===== config.mk =====
export PLATFORM = sky130hd
export DESIGN_NAME = sorted_list_engine_unit_flat
export DESIGN_NICKNAME = d
export VERILOG_FILES = /design/src/hdl/sle_pkg.sv /design/src/hdl/sle_if.sv /design/src/hdl/sle_cell.sv /design/src/hdl/sorted_list_engine_unit.sv /design/src/flat_wrapper.sv
export SDC_FILE = /design/constraint.sdc
export NUM_CORES = 2
export LEC_CHECK = 0
export BUFFER_PORTS_ARGS = -buffer_cell sky130_fd_sc_hd__buf_2
export CAP_MARGIN = 20
export CORE_MARGIN = 2
export CORE_UTILIZATION = 50
export CTS_BUF_LIST = sky130_fd_sc_hd__clkbuf_4 sky130_fd_sc_hd__clkbuf_8
export CTS_CLUSTER_DIAMETER = 120
export DETAILED_ROUTE_END_ITERATION = 8
export PLACE_DENSITY_LB_ADDON = 0.1
export SYNTH_ARGS = -nofsm -noshare
export SYNTH_HDL_FRONTEND = slang
export SYNTH_HIERARCHICAL = 1
export SYNTH_SLANG_ARGS = --single-unit

===== constraint.sdc =====
create_clock -name i_clk -period 7.2 [get_ports i_clk]
set_input_delay 0 -clock i_clk [delete_from_list [all_inputs] [get_ports i_clk]]
set_output_delay 0 -clock i_clk [all_outputs]
set_load 0.1 [all_outputs]

===== src/hdl/sle_pkg.sv =====
`timescale 1ns / 1ps

package sle_pkg;

    // list geometry
    localparam int CAPACITY    = 16;
    localparam int VALUE_WIDTH = 32;
    localparam int CNT_W       = $clog2(CAPACITY + 1);

    // operation codes carried by the input word
    typedef enum logic [1:0] {
        MODE_INSERT = 2'd0,
        MODE_SEARCH = 2'd1,
        MODE_DELETE = 2'd2,
        MODE_POP    = 2'd3
    } t_mode;

    // result status codes
    typedef enum logic [1:0] {
        ST_OK        = 2'd0,
        ST_NOT_FOUND = 2'd1,
        ST_FULL      = 2'd2,
        ST_EMPTY     = 2'd3
    } t_status;

    // what each cell does on the update cycle
    typedef enum logic [1:0] {
        CELL_HOLD   = 2'd0,
        CELL_INSERT = 2'd1,
        CELL_DELETE = 2'd2,
        CELL_POP    = 2'd3
    } t_cell_op;

    // control broadcast along the row of cells
    typedef struct packed {
        logic     cmp_en;
        t_cell_op op;
    } t_cell_ctl;

endpackage


===== src/hdl/sle_if.sv =====
`timescale 1ns / 1ps

// operation channel
interface sle_in_if import sle_pkg::*; ();
    logic                          valid;
    logic                          ready;
    logic [1:0]                    mode;
    logic signed [VALUE_WIDTH-1:0] value;

    modport source (output valid, output mode, output value, input ready);
    modport sink   (input valid, input mode, input value, output ready);
endinterface

// result channel
interface sle_out_if import sle_pkg::*; ();
    logic                          valid;
    logic                          ready;
    logic [1:0]                    status;
    logic signed [VALUE_WIDTH-1:0] popped_value;
    logic [CNT_W-1:0]              count;

    modport source (output valid, output status, output popped_value, output count,
                    input ready);
    modport sink   (input valid, input status, input popped_value, input count,
                    output ready);
endinterface


===== src/hdl/sle_cell.sv =====
`timescale 1ns / 1ps

// One slot of the sorted list. Compares its value against the broadcast key,
// then shifts left, shifts right or loads the key depending on the neighbours.
module sle_cell import sle_pkg::*; (
    input  logic                          i_clk,
    input  logic                          i_rst_n,
    input  t_cell_ctl                     i_ctl,
    input  logic signed [VALUE_WIDTH-1:0] i_key,
    input  logic signed [VALUE_WIDTH-1:0] i_left_val,
    input  logic                          i_left_occ,
    input  logic                          i_left_lt,
    input  logic signed [VALUE_WIDTH-1:0] i_right_val,
    input  logic                          i_right_occ,
    output logic signed [VALUE_WIDTH-1:0] o_val,
    output logic                          o_occ,
    output logic                          o_lt,
    output logic                          o_eq
);

    logic signed [VALUE_WIDTH-1:0] r_val, n_val;
    logic                          r_occ, n_occ;
    logic                          r_lt, r_eq;

    // next slot contents
    always_comb begin
        n_val = r_val;
        n_occ = r_occ;
        case (i_ctl.op)
            CELL_INSERT: begin
                if (!r_lt) begin
                    if (i_left_lt) begin
                        n_val = i_key;
                        n_occ = 1'b1;
                    end else begin
                        n_val = i_left_val;
                        n_occ = i_left_occ;
                    end
                end
            end
            CELL_DELETE: begin
                if (!r_lt) begin
                    n_val = i_right_val;
                    n_occ = i_right_occ;
                end
            end
            CELL_POP: begin
                n_val = i_right_val;
                n_occ = i_right_occ;
            end
            default: begin
                n_val = r_val;
                n_occ = r_occ;
            end
        endcase
    end

    // slot value, no reset needed
    always_ff @(posedge i_clk) begin
        r_val <= n_val;
    end

    // occupancy and compare flags
    always_ff @(posedge i_clk) begin
        if (!i_rst_n) begin
            r_occ <= 1'b0;
            r_lt  <= 1'b0;
            r_eq  <= 1'b0;
        end else begin
            r_occ <= n_occ;
            if (i_ctl.cmp_en) begin
                r_lt <= r_occ && (r_val < i_key);
                r_eq <= r_occ && (r_val == i_key);
            end
        end
    end

    assign o_val = r_val;
    assign o_occ = r_occ;
    assign o_lt  = r_lt;
    assign o_eq  = r_eq;

endmodule


===== src/hdl/sorted_list_engine_unit.sv =====
`timescale 1ns / 1ps

// Sorted list engine: keeps up to CAPACITY signed values in ascending order in a
// row of compare-and-shift cells. Each operation word (insert, search, delete
// first match, pop smallest) gives one result word with status, popped value
// and count. An operation has a compare step, where every cell compares its
// value with the key, and an update step, where the cells shift or load in
// parallel. The next word is taken in the same cycle as the update, so a new
// word waits for the previous update; a result is held in an output register
// and stalls the update cycle only if the previous result is not yet taken.
module sorted_list_engine_unit import sle_pkg::*; (
    input  logic          i_clk,
    input  logic          i_rst_n,
    sle_in_if.sink        i_in,
    sle_out_if.source     o_out
);

    typedef enum logic [1:0] {
        S_IDLE,
        S_CMP,
        S_UPD
    } t_state;

    t_state                        r_state;
    t_mode                         r_mode;
    logic signed [VALUE_WIDTH-1:0] r_key;
    logic [CNT_W-1:0]              r_count, n_count;
    logic                          r_out_valid;
    t_status                       r_status, n_status;
    logic signed [VALUE_WIDTH-1:0] r_popped, n_popped;

    t_cell_ctl                     cell_ctl;
    t_cell_op                      upd_op;
    logic signed [VALUE_WIDTH-1:0] cell_val [CAPACITY];
    logic [CAPACITY-1:0]           cell_occ, cell_lt, cell_eq;
    logic                          in_fire, upd_fire, found, full, empty;

    // handshake
    assign upd_fire    = (r_state == S_UPD) && (!r_out_valid || o_out.ready);
    assign i_in.ready  = (r_state == S_IDLE) || upd_fire;
    assign in_fire     = i_in.valid && i_in.ready;

    // outcome of the compare cycle
    assign found = |cell_eq;
    assign full  = (r_count == CNT_W'(CAPACITY));
    assign empty = (r_count == '0);

    always_comb begin
        upd_op   = CELL_HOLD;
        n_status = ST_OK;
        n_popped = '0;
        n_count  = r_count;
        case (r_mode)
            MODE_INSERT: begin
                if (full) begin
                    n_status = ST_FULL;
                end else begin
                    upd_op  = CELL_INSERT;
                    n_count = r_count + 1'b1;
                end
            end
            MODE_SEARCH: begin
                n_status = found ? ST_OK : ST_NOT_FOUND;
            end
            MODE_DELETE: begin
                if (found) begin
                    upd_op  = CELL_DELETE;
                    n_count = r_count - 1'b1;
                end else begin
                    n_status = ST_NOT_FOUND;
                end
            end
            MODE_POP: begin
                if (empty) begin
                    n_status = ST_EMPTY;
                end else begin
                    upd_op   = CELL_POP;
                    n_popped = cell_val[0];
                    n_count  = r_count - 1'b1;
                end
            end
            default: begin
                upd_op = CELL_HOLD;
            end
        endcase
    end

    assign cell_ctl.cmp_en = (r_state == S_CMP);
    assign cell_ctl.op     = upd_fire ? upd_op : CELL_HOLD;

    // row of cells
    for (genvar g = 0; g < CAPACITY; g++) begin : g_cell
        logic signed [VALUE_WIDTH-1:0] left_val, right_val;
        logic                          left_occ, left_lt, right_occ;

        if (g == 0) begin : g_head
            assign left_val = r_key;
            assign left_occ = 1'b1;
            assign left_lt  = 1'b1;
        end else begin : g_mid
            assign left_val = cell_val[g-1];
            assign left_occ = cell_occ[g-1];
            assign left_lt  = cell_lt[g-1];
        end

        if (g == CAPACITY - 1) begin : g_tail
            assign right_val = cell_val[g];
            assign right_occ = 1'b0;
        end else begin : g_body
            assign right_val = cell_val[g+1];
            assign right_occ = cell_occ[g+1];
        end

        sle_cell u_cell (
            .i_clk       (i_clk),
            .i_rst_n     (i_rst_n),
            .i_ctl       (cell_ctl),
            .i_key       (r_key),
            .i_left_val  (left_val),
            .i_left_occ  (left_occ),
            .i_left_lt   (left_lt),
            .i_right_val (right_val),
            .i_right_occ (right_occ),
            .o_val       (cell_val[g]),
            .o_occ       (cell_occ[g]),
            .o_lt        (cell_lt[g]),
            .o_eq        (cell_eq[g])
        );
    end

    // sequencer, count and result register
    always_ff @(posedge i_clk) begin
        if (!i_rst_n) begin
            r_state     <= S_IDLE;
            r_count     <= '0;
            r_out_valid <= 1'b0;
        end else begin
            // new result loaded, or the held one taken
            if (upd_fire) begin
                r_out_valid <= 1'b1;
            end else if (o_out.ready) begin
                r_out_valid <= 1'b0;
            end
            case (r_state)
                S_IDLE: begin
                    if (in_fire) begin
                        r_state <= S_CMP;
                    end
                end
                S_CMP: begin
                    r_state <= S_UPD;
                end
                S_UPD: begin
                    if (upd_fire) begin
                        r_count <= n_count;
                        r_state <= in_fire ? S_CMP : S_IDLE;
                    end
                end
                default: begin
                    r_state <= S_IDLE;
                end
            endcase
        end
        // payload, no reset
        if (in_fire) begin
            r_mode <= t_mode'(i_in.mode);
            r_key  <= i_in.value;
        end
        if (upd_fire) begin
            r_status <= n_status;
            r_popped <= n_popped;
        end
    end

    assign o_out.valid        = r_out_valid;
    assign o_out.status       = r_status;
    assign o_out.popped_value = r_popped;
    assign o_out.count        = r_count;

endmodule

===== src/flat_wrapper.sv =====
// flat-port wrapper written by rule: the top's interface ports become plain ports
module sorted_list_engine_unit_flat import sle_pkg::*;
  (i_clk, i_rst_n, i_in_valid, i_in_mode, i_in_value, i_in_ready, o_out_valid, o_out_status, o_out_popped_value, o_out_count, o_out_ready);
  sle_in_if i_in_i ();
  sle_out_if o_out_i ();
  input  logic i_clk;
  input  logic i_rst_n;
  input wire logic [$bits(i_in_i.valid)-1:0] i_in_valid;
  input wire logic [$bits(i_in_i.mode)-1:0] i_in_mode;
  input wire logic [$bits(i_in_i.value)-1:0] i_in_value;
  output wire logic [$bits(i_in_i.ready)-1:0] i_in_ready;
  output wire logic [$bits(o_out_i.valid)-1:0] o_out_valid;
  output wire logic [$bits(o_out_i.status)-1:0] o_out_status;
  output wire logic [$bits(o_out_i.popped_value)-1:0] o_out_popped_value;
  output wire logic [$bits(o_out_i.count)-1:0] o_out_count;
  input wire logic [$bits(o_out_i.ready)-1:0] o_out_ready;
  assign i_in_i.valid = i_in_valid;
  assign i_in_i.mode = i_in_mode;
  assign i_in_i.value = i_in_value;
  assign i_in_ready = i_in_i.ready;
  assign o_out_valid = o_out_i.valid;
  assign o_out_status = o_out_i.status;
  assign o_out_popped_value = o_out_i.popped_value;
  assign o_out_count = o_out_i.count;
  assign o_out_i.ready = o_out_ready;
  sorted_list_engine_unit u_core (.i_clk(i_clk), .i_rst_n(i_rst_n), .i_in(i_in_i), .o_out(o_out_i));
endmodule

* Word level (Yosys, flattened, before mapping)
Cells that the tools add are included.
** Operators by class
- Add/subtract/negate cells :: 2
- Bitwise operators :: 2
- Reductions and logical operators :: 65
- Magnitude comparators :: 16
- Equality and inequality tests :: 62
- Mux-type cells :: 142
** Operator list (count)
- 32-bit 2-to-1 mux :: 45
- 32-bit one-hot mux with 3 select lines :: 15
- 32-bit == test :: 16
- 32-bit less-than comparator :: 16
- 2-bit inequality test, second input constant :: 34
- 1-bit 2-to-1 mux :: 52
- 1-bit one-hot mux with 3 select lines :: 16
- 3-bit AND reduction :: 16
- 1-bit logical AND :: 34
- 2-bit one-hot mux with 3 select lines :: 3
- 16-bit OR reduction :: 1
- 5-bit 2-to-1 mux :: 3
- 5-bit one-hot mux with 3 select lines :: 1
- 2-bit 2-to-1 mux :: 7
- 2-bit == test, second input constant :: 5
- 2-bit by 1-bit == test with 1-bit output, second input constant :: 3
- 2-bit by 1-bit inequality test with 1-bit output, second input constant :: 3
- 6-bit AND reduction :: 1
- 3-bit nonzero test :: 2
- 5-bit by 1-bit adder with 5-bit output, second input constant :: 1
- 5-bit == test, second input constant :: 1
- 5-bit logical NOT :: 1
- 5-bit by 1-bit subtractor with 5-bit output, second input constant :: 1
- 2-bit logical NOT :: 2
- 6 further kinds :: 10
** Word-level totals
- Output and inout bits :: 41
- Logic and storage cells :: 360
- Register bits after elaboration :: 636
- Bits of input ports :: 38

* Longest topological paths before layout
- Depth after elaboration :: 8
- Depth in mapped cells :: 8
- Gate-level depth less buffers :: 8

* Hierarchy
Netlist, hierarchy kept.
** By module, submodules not included
- sle_cell :: cells each 274, area each 2558.7 um2, instances 16, sequential area each 1021.0 um2
- sorted_list_engine_unit :: cells each 199, area each 3021.6 um2, instances 1, sequential area each 2202.1 um2

* Worst setup path before layout
No wires, ideal clock.
- Path type :: register to register
- From :: register u_core.r_count[4] (netlist: u_core/o_out.count[4])
- To :: register u_core.g_cell[15].u_cell.r_occ
- Library setup time :: 0.125 ns
- Arrival :: 8.280 ns
- Path buffers :: 1
- Clock period less this slack :: 8.404 ns
- Path slack :: -1.204 ns
- Stages on the path, launching flop included :: 9
- Data required time :: 7.075 ns
- Path through :: dfxtp_1 > buf_1 > o21a_1 > a21oi_1 > nor3_1 > nor2_1 > o21ai_0 > mux2i_1 > nor2b_1
** RTL lines
- from (decl) :: line sorted_list_engine_unit.sv:27 : logic [CNT_W-1:0] r_count, n_count;
- from (signal assigned) :: line sorted_list_engine_unit.sv:155 : r_count <= n_count;
- to (signal assigned) :: line sle_cell.sv:70 : r_occ <= n_occ;
- to (decl) :: line sle_cell.sv:22 : logic r_occ, n_occ;

==> results.yml <==
outcome:
  status: "finished clean"
floorplan:
  die_w_um: 301
  dieArea_um2: 90300
  die_y_um: 301
  ios: 79
  start_util_pct: 50.6
  rows: 108
  coreArea_um2: 86900
placed_design:
  place_hpwl_um: 77900
  place.gp.congestion: 0.851
  numPortBuffers: 78
  dp.cells: 5688
timing:
  worst_pin_slew_ns: 1.15
  rsz0062_at_grt: "no"
  hold_viol: 0
  fmax_ghz: 0.226
  fin_skew_ns: 0.0263
  setup_viol_count_final: 0
  period_needed_ns: 4.42
  setup_tns_ns: 0
  finalCritPeriodShare_pct: 61.4
  slew_violations: 0
  relSlewSlack_pct: 23.2
logic_synthesis:
  yosys.area_share.simple_pct: 12.3
  muxShareOfSynthArea_pct: 12.1
  synth_most_common_cell: "nand2_1"
  synthAdderAreaFrac_pct: 14.8
  yosysSeqAreaShare_pct: 42.2
  async_flop_share_pct: 0
  synth-edff-count: 580
  synth_top_family_by_area: "adder cells"
  yosys-top-cells-count: "nand2_1 (712), o21ai_0 (593), edfxtp_1 (580)"
  synth.avg_cell_area_um2: 9.59
  synth_seq_cells: 636
  synth-xor-area-share_pct: 0
  netlist.area_leader.share_pct: 39.6
  synth-compound-area-share_pct: 12.4
  synth_area_um2: 44000
  yosysWarnings: 6
  synthCells: 4583
  synth_ff_type: "edfxtp_1"
  yosysUniqueCellTypes: 44
  yosysTopAreaCell: "edfxtp_1"
  synthTopCellsByArea: "edfxtp_1 (40%), ha_1 (15%), mux2i_1 (12%)"
worst_setup_path:
  critPathLaunch: "u_core/r_mode[1]"
  path_max_fanout: 257
  crit_arrival_ns: 4.86
  critPathMaxStageDelay_ns: 0.72
  critPathLaunchType: "register"
  worstPathRequired_ns: 7.64
  end_kind: "register"
  slowest_stage: "buf_4"
  worst-setup-path-type: "register to register"
  r2r_start: "u_core/r_mode[1]"
  path_cells: "ha_1 > o21a_1 > a21oi_1 > nor3_4 > buf_4 > buf_12 > o21ai_0"
clocking:
  cts_tree: "built"
  path_clk_slew_ns: 0.06
  worstSkewPairLatency_ns: 0.76
  cts_setup_buffers: 0
  clock-root-buffer: "clkbuf_8"
  clockBufferDepth: 3
  numCtsBuffers: 116
  htreeDepth: 3
  post_cts_resized: 0
  cts.sinks: 636
routing:
  post_drt_wl_per_cell_um: 17.9
  via_count: 32652
  drt_iter0_drc: 2046
  dr.pass1.iters: 5
  wl_um: 107000
  ant_nets: 0
  viasPerCell: 5.45
  drc: 0
final_layout:
  fin_cells: 5994
  area_growth_pct: 12.0
  nFillCells: 7569
  nets: 5294
  drive_above_1_share_pct: 8.33
min_path:
  min_path_type: "input pin to register"
  hold_start: "i_in_value[15]"
global_route:
  overflow: 0
  grt_pass1_vias: 32645
  grt_use_total_pct: 23.7
  grt_pass1_wl_um: 173000
  antenna_found_initial: 1
  grt_start_max_net_pins: 263
power_and_ir_drop:
  ir_drop_mv: 0.159
  p_leak_nw: 18.5
  p_per_area_nw_per_um2: 171
job:
  maxCapViolCount: 0
layer usage:
layer  wire (µm)  global-route usage (%)  share of wire (%)  up-vias
met2       51500                    40.8                 48      547
met4        3870                    9.04                3.6        0
met3        3000                    2.50                2.8      193
met5           0                       0                  0        -
li1            -                       -                  -    16754
met1       49000                    30.7                 46    15158
final cells by class:
class	instances	area, µm²	area share, %
repair buffers	214	1920	3.90
diodes	1	2.50	0.00508
multi-input cells	3247	22900	46.6
inverters	520	1950	3.96
well taps	1155	1450	2.93
clock buffers	189	2240	4.54
clock inverters	32	196	0.399
flip-flops and latches	636	18600	37.7
critical path: cells and delay by family (launching register included):
| family | cells | cell delay (ns) |
|---|---|---|
| buffers and inverters | 2 | 1.29 |
| AND/OR/NAND/NOR | 1 | 0.59 |
| flip-flops | 1 | 0.50 |
| AO/OA/AOI/OAI | 3 | 1.08 |
| adder cells (fa/ha/maj) | 1 | 0.32 |
where the power goes:
group | internal [W] | leakage [nW] | total [W] | switching [W]
clock network | 0.00200 | 1.31 | 0.00359 | 0.00159
logic | 0.000280 | 11.5 | 0.000786 | 0.000506
registers | 0.00404 | 5.70 | 0.00407 | 0.0000290
logic make-up after synthesis:
logic type,count (synthesis)
and+or+nand+nor,1210
AOI/OAI and AO/OA,981
buffers and inverters,701
DFF,636
muxes,532
adders and majority gates,521
other,2
repair_timing:
item | CTS | global route
endpoints found under the hold margin | 64 | 0
hold buffers | 72 | 0
endpoints found under the setup margin | 0 | 0
cells in the final DEF, fill, tap and decap left out, drive strengths merged, types with 18 or more instances in the layout:
cell,count
o21ai,594
a21oi,232
nor2,117
inv,524
clkinv,26
nand2,712
and2,33
o211ai,32
nand2b,21
buf,142
nor2b,34
edfxtp,580
ha,520
nand3,68
mux2i,531
nor3,22
dfxtp,56
a211oi,18
clkbuf,189
dlygate4sd3,72
a21boi,32
nor4,38
nand4,129
sequential cells by signal, indices dropped and copies added, names as in the netlist:
register / flops
u_core/g_cell.u_cell/o_val: 512
u_core/g_cell.left_val: 32
u_core/o_out.popped_value: 32
u_core/g_cell.u_cell/o_eq: 16
u_core/g_cell.u_cell/o_lt: 16
u_core/g_cell.u_cell/o_occ: 16
u_core/o_out.count: 5
u_core/o_out.status: 2
u_core/r_mode: 2
u_core/r_state: 2
u_core/o_out.valid: 1
through the flow:
| step | power (W) | utilization (%) | cell area (µm²) | setup WS (ns) | hold WS [ns] |
|---|---|---|---|---|---|
| global placement | 0.00487 | 52.6 | 45700 | 2.82 | 0.177 |
| global route | 0.00879 | 56.7 | 49300 | 2.35 | 0.0376 |
| detailed placement | 0.00489 | 52.7 | 45800 | 2.75 | 0.178 |
| CTS | 0.00854 | 56.3 | 48900 | 2.77 | 0.00999 |
| finish | 0.00845 | 56.7 | 49300 | 2.78 | 0.0408 |
| floorplan | 0.00467 | - | 44000 | 0.397 | 0.0989 |
worst paths after layout:
kind / end / slack (ns) / depth (start not counted)
setup / recovery: u_core/g_cell[15].u_cell/o_val[11] / 2.78 / 7
hold / removal: u_core/g_cell[0].left_val[15] / 0.04 / 2
setup reg to reg: u_core/g_cell[15].u_cell/o_val[11] / 2.78 / 7
hold reg to reg: u_core/g_cell[3].u_cell/o_eq / 0.48 / 2
Note: power is estimated with default switching activity, not from simulation.
